File: src/rtl/lsb_pkg.sv
// Package for the status LED blinker: widths, register and mode codes,
// configuration struct and small counter helpers. No dependencies.
package lsb_pkg;

  localparam int CountBits = 16;   // elapsed and hold counters
  localparam int RegBits   = 16;   // configuration register width
  localparam int IdxBits   = 3;    // configuration register index width
  localparam int CmpBits   = (CountBits > RegBits) ? CountBits : RegBits;

  typedef logic [CountBits-1:0] count_t;
  typedef logic [RegBits-1:0]   reg_t;
  typedef logic [CmpBits-1:0]   cmp_t;

  localparam count_t CntMax = '1;

  // no-connection pattern boundaries, in ticks
  localparam cmp_t PatLit1End  = cmp_t'(1000);
  localparam cmp_t PatDark1End = cmp_t'(1500);
  localparam cmp_t PatLit2End  = cmp_t'(2000);
  localparam cmp_t PatDark2End = cmp_t'(2500);

  typedef enum logic [2:0] {
    MODE_OFF    = 3'd0,
    MODE_ON     = 3'd1,
    MODE_NOCONN = 3'd2,
    MODE_REC    = 3'd3,
    MODE_FAST   = 3'd4
  } led_mode_e;

  typedef enum logic [2:0] {
    CMD_NONE      = 3'd0,
    CMD_ON        = 3'd1,
    CMD_NOCONN    = 3'd2,
    CMD_REC_START = 3'd3,
    CMD_REC_STOP  = 3'd4,
    CMD_OFF       = 3'd5
  } cmd_e;

  typedef enum logic [IdxBits-1:0] {
    REG_LONG_PRESS     = 3'd0,
    REG_FAST_TOGGLE    = 3'd1,
    REG_FAST_DURATION  = 3'd2,
    REG_RECORD_TOGGLE  = 3'd3,
    REG_PATTERN_PERIOD = 3'd4
  } reg_idx_e;

  localparam reg_t LongPressRst     = reg_t'(3000);
  localparam reg_t FastToggleRst    = reg_t'(333);
  localparam reg_t FastDurationRst  = reg_t'(5000);
  localparam reg_t RecordToggleRst  = reg_t'(500);
  localparam reg_t PatternPeriodRst = reg_t'(5000);

  typedef struct packed {
    reg_t long_press;
    reg_t fast_toggle;
    reg_t fast_duration;
    reg_t record_toggle;
    reg_t pattern_period;
  } cfg_t;

  function automatic count_t sat_inc(count_t v);
    return (v == CntMax) ? v : v + count_t'(1);
  endfunction

endpackage

File: src/rtl/lsb_if.sv
// Handshake channels of the status LED blinker: tick input and result output.
// No dependencies.
interface lsb_in_if;
  logic valid;
  logic ready;
  logic touch_level;
  logic [2:0] mode;

  modport source (output valid, output touch_level, output mode, input ready);
  modport sink   (input valid, input touch_level, input mode, output ready);
endinterface

interface lsb_out_if;
  logic valid;
  logic ready;
  logic led_level;
  logic [2:0] mode_now;
  logic recording_active;

  modport source (output valid, output led_level, output mode_now,
                  output recording_active, input ready);
  modport sink   (input valid, input led_level, input mode_now,
                  input recording_active, output ready);
endinterface

File: src/rtl/lsb_cfg_regs.sv
// Configuration register file of the status LED blinker.
// Depends on lsb_pkg.
module lsb_cfg_regs (
  input  logic                   clk_i,
  input  logic                   rst_ni,
  input  logic                   cfg_we_i,
  input  logic [lsb_pkg::IdxBits-1:0] cfg_idx_i,
  input  lsb_pkg::reg_t          cfg_data_i,
  output lsb_pkg::cfg_t          cfg_o
);
  import lsb_pkg::*;

  cfg_t cfg_q, cfg_d;

  always_comb begin
    cfg_d = cfg_q;
    if (cfg_we_i) begin
      case (cfg_idx_i)
        REG_LONG_PRESS:     cfg_d.long_press     = cfg_data_i;
        REG_FAST_TOGGLE:    cfg_d.fast_toggle    = cfg_data_i;
        REG_FAST_DURATION:  cfg_d.fast_duration  = cfg_data_i;
        REG_RECORD_TOGGLE:  cfg_d.record_toggle  = cfg_data_i;
        REG_PATTERN_PERIOD: cfg_d.pattern_period = cfg_data_i;
        default: ;  // unmapped index, dropped
      endcase
    end
  end

  always_ff @(posedge clk_i or negedge rst_ni) begin
    if (!rst_ni) begin
      cfg_q.long_press     <= LongPressRst;
      cfg_q.fast_toggle    <= FastToggleRst;
      cfg_q.fast_duration  <= FastDurationRst;
      cfg_q.record_toggle  <= RecordToggleRst;
      cfg_q.pattern_period <= PatternPeriodRst;
    end else begin
      cfg_q <= cfg_d;
    end
  end

  assign cfg_o = cfg_q;

endmodule

File: src/rtl/lsb_core.sv
// Per-tick state of the status LED blinker: mode, LED level, counters and
// the next-state logic for one item. Depends on lsb_pkg.
module lsb_core (
  input  logic                 clk_i,
  input  logic                 rst_ni,
  input  logic                 acc_i,
  input  logic                 touch_i,
  input  logic [2:0]           cmd_i,
  input  lsb_pkg::cfg_t        cfg_i,
  output logic                 led_o,
  output lsb_pkg::led_mode_e   mode_o,
  output logic                 rec_o
);
  import lsb_pkg::*;

  led_mode_e mode_q, mode_d;
  logic      led_q, led_d;
  count_t    since_q, since_d;
  count_t    fast_q, fast_d;
  count_t    hold_q, hold_d;
  logic      fired_q, fired_d;
  logic      rec_q, rec_d;

  count_t    since_inc;
  cmp_t      e;

  always_comb begin
    since_inc = sat_inc(since_q);
    mode_d    = mode_q;
    led_d     = led_q;
    since_d   = since_inc;
    fast_d    = sat_inc(fast_q);
    hold_d    = hold_q;
    fired_d   = fired_q;
    rec_d     = rec_q;

    // command first
    case (cmd_i)
      CMD_ON:        begin mode_d = MODE_ON;     since_d = CntMax; end
      CMD_NOCONN:    begin mode_d = MODE_NOCONN; since_d = CntMax; end
      CMD_REC_START: begin rec_d = 1'b1; mode_d = MODE_REC; since_d = CntMax; end
      CMD_REC_STOP:  begin rec_d = 1'b0; mode_d = MODE_ON;  since_d = CntMax; end
      CMD_OFF:       begin mode_d = MODE_OFF;    since_d = CntMax; end
      default: ;
    endcase

    // long press fires once per press
    if (touch_i) begin
      hold_d = sat_inc(hold_q);
      if ((cmp_t'(hold_d) > cmp_t'(cfg_i.long_press)) && !fired_q) begin
        fired_d = 1'b1;
        mode_d  = MODE_FAST;
        since_d = CntMax;
        fast_d  = '0;
      end
    end else begin
      hold_d  = '0;
      fired_d = 1'b0;
    end

    e = cmp_t'(since_d);
    unique case (mode_d)
      MODE_OFF: led_d = 1'b0;
      MODE_ON:  led_d = 1'b1;
      MODE_NOCONN: begin
        // between the last dark stretch and the period end the LED holds
        if (e < PatLit1End)           led_d = 1'b1;
        else if (e < PatDark1End)     led_d = 1'b0;
        else if (e < PatLit2End)      led_d = 1'b1;
        else if (e < PatDark2End)     led_d = 1'b0;
        else if ((e > cmp_t'(cfg_i.pattern_period)) || (since_d == CntMax))
          since_d = '0;
      end
      MODE_REC: begin
        if (e >= cmp_t'(cfg_i.record_toggle)) begin
          led_d   = ~led_q;
          since_d = '0;
        end
      end
      MODE_FAST: begin
        if (e >= cmp_t'(cfg_i.fast_toggle)) begin
          led_d   = ~led_q;
          since_d = '0;
        end
        if (cmp_t'(fast_d) >= cmp_t'(cfg_i.fast_duration)) begin
          mode_d  = MODE_ON;
          since_d = CntMax;
        end
      end
      default: ;
    endcase
  end

  always_ff @(posedge clk_i or negedge rst_ni) begin
    if (!rst_ni) begin
      mode_q  <= MODE_ON;
      led_q   <= 1'b1;
      since_q <= CntMax;
      fast_q  <= '0;
      hold_q  <= '0;
      fired_q <= 1'b0;
      rec_q   <= 1'b0;
    end else if (acc_i) begin
      mode_q  <= mode_d;
      led_q   <= led_d;
      since_q <= since_d;
      fast_q  <= fast_d;
      hold_q  <= hold_d;
      fired_q <= fired_d;
      rec_q   <= rec_d;
    end
  end

  // result of the item being accepted this cycle
  assign led_o  = led_d;
  assign mode_o = mode_d;
  assign rec_o  = rec_d;

  a_off_dark: assert property (@(posedge clk_i) disable iff (!rst_ni)
    mode_q == MODE_OFF |-> !led_q)
    else $error("LED lit while mode is off");

  a_fired_held: assert property (@(posedge clk_i) disable iff (!rst_ni)
    fired_q |-> hold_q != '0)
    else $error("long press marked fired without a held touch");

  a_release_clears: assert property (@(posedge clk_i) disable iff (!rst_ni)
    acc_i && !touch_i |=> hold_q == '0 && !fired_q)
    else $error("touch release did not clear hold state");

  a_rec_start: assert property (@(posedge clk_i) disable iff (!rst_ni)
    !rec_q ##1 rec_q |-> $past(acc_i && cmd_i == CMD_REC_START))
    else $error("recording flag set without a start command");

endmodule

File: src/rtl/led_status_blinker_with_long_press.sv
// Top level of the status LED blinker with long-press fast blink.
// Depends on lsb_pkg, lsb_if, lsb_cfg_regs and lsb_core.
//
// One input item is one millisecond tick: the touch level and a mode command
// (none, steady on, no connection, start recording, stop recording, off).
// Each item yields exactly one result item: the LED level after the tick,
// the current mode (off, on, no connection, recording, fast blink) and the
// recording flag. The whole tick update is combinational logic between the
// state registers and the result register, so an item is taken every clock
// while the result register is empty or being drained in the same cycle;
// the result is valid in the cycle after accept. Holding touch past
// long_press_ms enters fast blink once per press; fast blink toggles every
// fast_toggle_ms and drops back to steady on after fast_duration_ms. All
// tick counters saturate at all ones. Configuration registers (index 0..4:
// long press, fast toggle, fast duration, record toggle, pattern period)
// are written through cfg_we_i/cfg_idx_i/cfg_data_i by the user only while no
// item is in flight, unenforced; other indexes are ignored. No reset sweep.
module led_status_blinker_with_long_press (
  input  logic                        clk_i,
  input  logic                        rst_ni,
  input  logic                        cfg_we_i,
  input  logic [lsb_pkg::IdxBits-1:0] cfg_idx_i,
  input  lsb_pkg::reg_t               cfg_data_i,
  lsb_in_if.sink                      in_i,
  lsb_out_if.source                   out_o
);
  import lsb_pkg::*;

  cfg_t      cfg;
  logic      acc;
  logic      led_nxt;
  led_mode_e mode_nxt;
  logic      rec_nxt;

  logic      out_valid_q;
  logic      led_q;
  led_mode_e mode_q;
  logic      rec_q;

  lsb_cfg_regs u_cfg (
    .clk_i      (clk_i),
    .rst_ni     (rst_ni),
    .cfg_we_i   (cfg_we_i),
    .cfg_idx_i  (cfg_idx_i),
    .cfg_data_i (cfg_data_i),
    .cfg_o      (cfg)
  );

  // take a new item whenever the result slot frees up this cycle
  assign in_i.ready = !out_valid_q || out_o.ready;
  assign acc        = in_i.valid && in_i.ready;

  lsb_core u_core (
    .clk_i   (clk_i),
    .rst_ni  (rst_ni),
    .acc_i   (acc),
    .touch_i (in_i.touch_level),
    .cmd_i   (in_i.mode),
    .cfg_i   (cfg),
    .led_o   (led_nxt),
    .mode_o  (mode_nxt),
    .rec_o   (rec_nxt)
  );

  // result register
  always_ff @(posedge clk_i or negedge rst_ni) begin
    if (!rst_ni) begin
      out_valid_q <= 1'b0;
    end else if (in_i.ready) begin
      out_valid_q <= in_i.valid;
    end
  end

  always_ff @(posedge clk_i) begin
    if (acc) begin
      led_q  <= led_nxt;
      mode_q <= mode_nxt;
      rec_q  <= rec_nxt;
    end
  end

  assign out_o.valid            = out_valid_q;
  assign out_o.led_level        = led_q;
  assign out_o.mode_now         = mode_q;
  assign out_o.recording_active = rec_q;

endmodule
File: src/flat_wrapper.sv
// flat-port wrapper written by rule: the top's interface ports become plain ports
module led_status_blinker_with_long_press_flat import lsb_pkg::*;
  (clk_i, rst_ni, cfg_we_i, cfg_idx_i, cfg_data_i, in_i_valid, in_i_touch_level, in_i_mode, in_i_ready, out_o_valid, out_o_led_level, out_o_mode_now, out_o_recording_active, out_o_ready);
  lsb_in_if in_i_i ();
  lsb_out_if out_o_i ();
  input  logic clk_i;
  input  logic rst_ni;
  input  logic cfg_we_i;
  input  logic [lsb_pkg::IdxBits-1:0] cfg_idx_i;
  input  lsb_pkg::reg_t cfg_data_i;
  input wire logic [$bits(in_i_i.valid)-1:0] in_i_valid;
  input wire logic [$bits(in_i_i.touch_level)-1:0] in_i_touch_level;
  input wire logic [$bits(in_i_i.mode)-1:0] in_i_mode;
  output wire logic [$bits(in_i_i.ready)-1:0] in_i_ready;
  output wire logic [$bits(out_o_i.valid)-1:0] out_o_valid;
  output wire logic [$bits(out_o_i.led_level)-1:0] out_o_led_level;
  output wire logic [$bits(out_o_i.mode_now)-1:0] out_o_mode_now;
  output wire logic [$bits(out_o_i.recording_active)-1:0] out_o_recording_active;
  input wire logic [$bits(out_o_i.ready)-1:0] out_o_ready;
  assign in_i_i.valid = in_i_valid;
  assign in_i_i.touch_level = in_i_touch_level;
  assign in_i_i.mode = in_i_mode;
  assign in_i_ready = in_i_i.ready;
  assign out_o_valid = out_o_i.valid;
  assign out_o_led_level = out_o_i.led_level;
  assign out_o_mode_now = out_o_i.mode_now;
  assign out_o_recording_active = out_o_i.recording_active;
  assign out_o_i.ready = out_o_ready;
  led_status_blinker_with_long_press u_core (.clk_i(clk_i), .rst_ni(rst_ni), .cfg_we_i(cfg_we_i), .cfg_idx_i(cfg_idx_i), .cfg_data_i(cfg_data_i), .in_i(in_i_i), .out_o(out_o_i));
endmodule
File: config.mk
export PLATFORM = sky130hd
export DESIGN_NAME = led_status_blinker_with_long_press_flat
export DESIGN_NICKNAME = d
export VERILOG_FILES = /design/src/rtl/lsb_pkg.sv /design/src/rtl/lsb_if.sv /design/src/rtl/lsb_cfg_regs.sv /design/src/rtl/lsb_core.sv /design/src/rtl/led_status_blinker_with_long_press.sv /design/src/flat_wrapper.sv
export SDC_FILE = /design/constraint.sdc
export NUM_CORES = 1
export LEC_CHECK = 0
export BUFFER_PORTS_ARGS = -buffer_cell sky130_fd_sc_hd__buf_4
export CAP_MARGIN = 20
export CORE_MARGIN = 2
export CORE_UTILIZATION = 60
export DETAILED_ROUTE_END_ITERATION = 12
export PLACE_DENSITY = 0.89
export RECOVER_POWER = 100
export SETUP_SLACK_MARGIN = 0.05
export SYNTH_ARGS = -nofsm -noshare
export SYNTH_HDL_FRONTEND = slang
export SYNTH_HIERARCHICAL = 1
export SYNTH_SLANG_ARGS = --single-unit
File: constraint.sdc
create_clock -name clk_i -period 10.3 [get_ports clk_i]
set_input_delay 0 -clock clk_i [delete_from_list [all_inputs] [get_ports clk_i]]
set_output_delay 0 -clock clk_i [all_outputs]
set_load 0.01 [all_outputs]
==> metrics.md <==
| Metric | Value |
|---|---|
| Status | complete, but fails checks |
| Failing checks | max-capacitance violations, max-slew violations |
| Dpl hpwl | 15,800 um |
| RSZ-0062 raised after global routing | no |
| Port bufs | 34 |
| Clk Latency, worst-skew pair | 430 ps |
| Drt first-iter violations | 1,001 |
| TritonRoute pass-1 iters | 8 |
| Fmax | 0.127 GHz |
| Initial Util | 0.614 |
| Die Span Y | 129 um |
| Mapped Avg Cell Area | 10.2 sq um |
| Cells after Synth | 920 |
| Die ar. | 16,600 sq um |
| Critical path class | reg -> reg |
| CTS HTree Levels | 4 |
| Clk slew on worst S/H paths | 60 ps |
| Worst hold path stage count | 3 |
| Post-route core utilization | 0.680 |
| Hold_sp | cfg_idx_i[1] |
| Crit path from | u_core/u_core/hold_q[4]$_DFFE_PN0P_ |
| Number of diodes | 0 |
| R2r setup slk | 2430 ps |
| Post-synth top area cell | dfrtp_1 |
| Clock buffer depth | 2 |
| RD Place Congestion | 0.962 |
| Placed cell count | 1,133 |
| Place WS | 3480 ps |
| Hold Crit Class | in -> reg |
| Clk sink count | 140 |
| Slew HR | -1.62 |
| Post-Syn Area | 9380 sq um |
| Final instance area | 10,400 sq um |
| Critical Path RT | 10,630 ps |
| Drt drc | 0 |
| DP Area | 9630 sq um |
| PnR worst setup slack | 2430 ps |
| Yosys top cell area share | 0.238 |
| Final Max Tran Viols | 197 |
| Final #Nets | 1,077 |
| Commonest register cell after synthesis | dfrtp_1 |
| Syn nets | 1,031 |
| Leak Pwr | 4.59 nW |
| Tightest Pin Transition | 3930 ps |
| Most frequent cell after synthesis | mux2_2 |
| Critical path arrival | 8190 ps |
| Core region area | 15,300 sq um |
| Tmin final | 7870 ps |
| Synth cell types | 84 |
| Tcrit/Tclk final | 0.764 |
| Reg2reg end | u_core/u_core/since_q[12]$_DFFE_PN1P_ |
| Hold EP | u_core/u_cfg/cfg_o[68]$_DFFE_PN1P_ |
| Synthesis-stage register bit count | 140 |
| Number of vias per cell | 6.32 |
| Final hold viol count | 0 |
| Asr flop ratio synth | 0.964 |
| CTS tree | done |
| Pin count of the biggest net entering global routing | 78 |
| Pwr dens | 224 nW/um^2 |
| Area contributors post-synth | dfrtp_1, dfstp_2, mux2_2, ha_1, inv_1 |
| Row count | 45 |
| Reg-to-Reg Start | u_core/u_core/hold_q[4]$_DFFE_PN0P_ |
| Vias in the first global route | 7,291 |
| Initial antenna violation count | 0 |
| Synth-to-layout area growth | 10.7% |
| CTS root buf | clkbuf_16 |
| Share of cells above drive strength 1 | 0.227 |
| Worst hold margin | 34.0 ps |
| Max-Cap Viols | 4 |
| Worst vdd rail ir drop | 0.000153 V |
| Tot Pwr | 2.32 mW |
| # setup viols final | 0 |
| R2R cell count | 24 |
| EDFF count, synth | 5 |
| Post-DRT Antenna Nets | 0 |
| Sequential area share after synthesis | 0.382 |
| Crit end category | flip-flop |
| Worst Clk Skew | 7.43 ps |
| Finished Layout Cells | 1,190 |
| Total grt overflow | 0 |
| Syn. warnings | 6 |
| GRT Resource Usage Total | 0.284 |
| Resized Gates After CTS | 0 |
| Io pins | 35 |
| Setup TNS | 0 ps |
| Synth cell count leaders | mux2_2, dfrtp_1, inv_1, ha_1, nor2_1 |
| Setup crit start kind | flip-flop |
| Total Wirelength | 23,000 um |
| CTS Buf Count | 17 |
| # Post-CTS Setup Buffers | 0 |
| Die W | 129 um |
| Crit-path max FO | 22 |
| Routed wire per std cell | 19.3 um |
| # hold bufs at CTS | 22 |
| DR vias | 7,519 |
| Global-route wire length before repair | 37,000 um |
==> routing by layer <==
metal | routed length [um] | track usage | up-vias
li1 | - | - | 3424
met3 | 1550 | 0.0590 | 50
met2 | 10900 | 0.455 | 365
met5 | 0 | 0 | -
met1 | 9960 | 0.384 | 3680
met4 | 568 | 0.104 | 0
==> layout by cell type, fill, tap and decap left out, types with 17 or more instances in the layout <==
master and instances:
mux2_2 92, dfrtp_1 89, inv_1 84, ha_1 83, nor2_1 62, nand2_1 61, dfstp_2 46, a21oi_1 42
o21ai_0 31, buf_4 26, nand4_1 26, dlygate4sd3_1 23, nand3_1 23, a21o_1 21, clkbuf_16 17, nor3_1 17
xnor2_1 17
==> registers in the layout (all words and copies together), names as in the netlist <==
register                       count
u_core/out_o.mode_now              3
u_core/out_o.valid                 1
u_core/u_cfg/cfg_o                80
u_core/u_core/led_q                1
u_core/u_core/fast_q              16
u_core/u_core/rec_q                1
u_core/out_o.led_level             1
u_core/u_core/fired_q              1
u_core/u_core/mode_q               3
u_core/out_o.recording_active      1
u_core/u_core/since_q             16
u_core/u_core/hold_q              16
==> worst max-delay path, stage by stage (launching register included) <==
cell and delay, ps:
dfrtp_1 460, and4_1 300, nand4_1 190, nor4_1 720
nor2_1 280, nand4_1 180, xnor2_1 160, ha_1 260
nand2_1 50, or2_0 200, nor3_1 110, a2111oi_0 1050
nor2_1 210, clkbuf_1 510, nor2_1 250, ha_1 270
a21o_1 150, a2111oi_0 400, o21ai_0 140, a21oi_1 140
o31ai_1 150, o21ai_0 160, nand2_1 390, nor3_4 870
nor3_1 150
==> power breakdown <==
group | total [mW] | internal, mW | switching (mW)
logic | 0.811 | 0.363 | 0.448
registers | 0.863 | 0.720 | 0.144
clock network | 0.650 | 0.403 | 0.247
==> cell families (layout without fill, tap and decap cells) <==
| logic type | after synthesis | in the layout | share of synthesized area |
|---|---|---|---|
| simple gates | 260 | 260 | 0.156 |
| fa+ha+maj | 83 | 83 | 0.111 |
| compound gates | 189 | 189 | 0.139 |
| mux | 97 | 97 | 0.116 |
| flops | 140 | 140 | 0.382 |
| xor+xnor | 32 | 32 | 0.0299 |
| buf+inv | 119 | 178 | 0.0662 |
==> cell type report <==
class,count,area [sq um]
multi-input combinational,661,5120
fill,1127,4880
sequential,140,3590
timing repair buffer,61,470
clock buffer,20,467
inverter,85,319
tap,211,264
clock inverter,12,160
==> how the worst max path moves through the flow <==
| stage | end | slack, ps | depth (start not counted) |
|---|---|---|---|
| floorplan | u_core/u_core/since_q[11]$_DFFE_PN1P_ | 4740 | 25 |
| global placement | u_core/u_core/since_q[15]$_DFFE_PN1P_ | 3850 | 22 |
| detailed placement | u_core/u_core/since_q[15]$_DFFE_PN1P_ | 3480 | 22 |
| CTS | u_core/u_core/since_q[15]$_DFFE_PN1P_ | 3340 | 22 |
| global route | u_core/u_core/since_q[12]$_DFFE_PN1P_ | 1710 | 24 |
| finish | u_core/u_core/since_q[12]$_DFFE_PN1P_ | 2430 | 24 |
No activity file was read; power rests on OpenSTA's default activity.
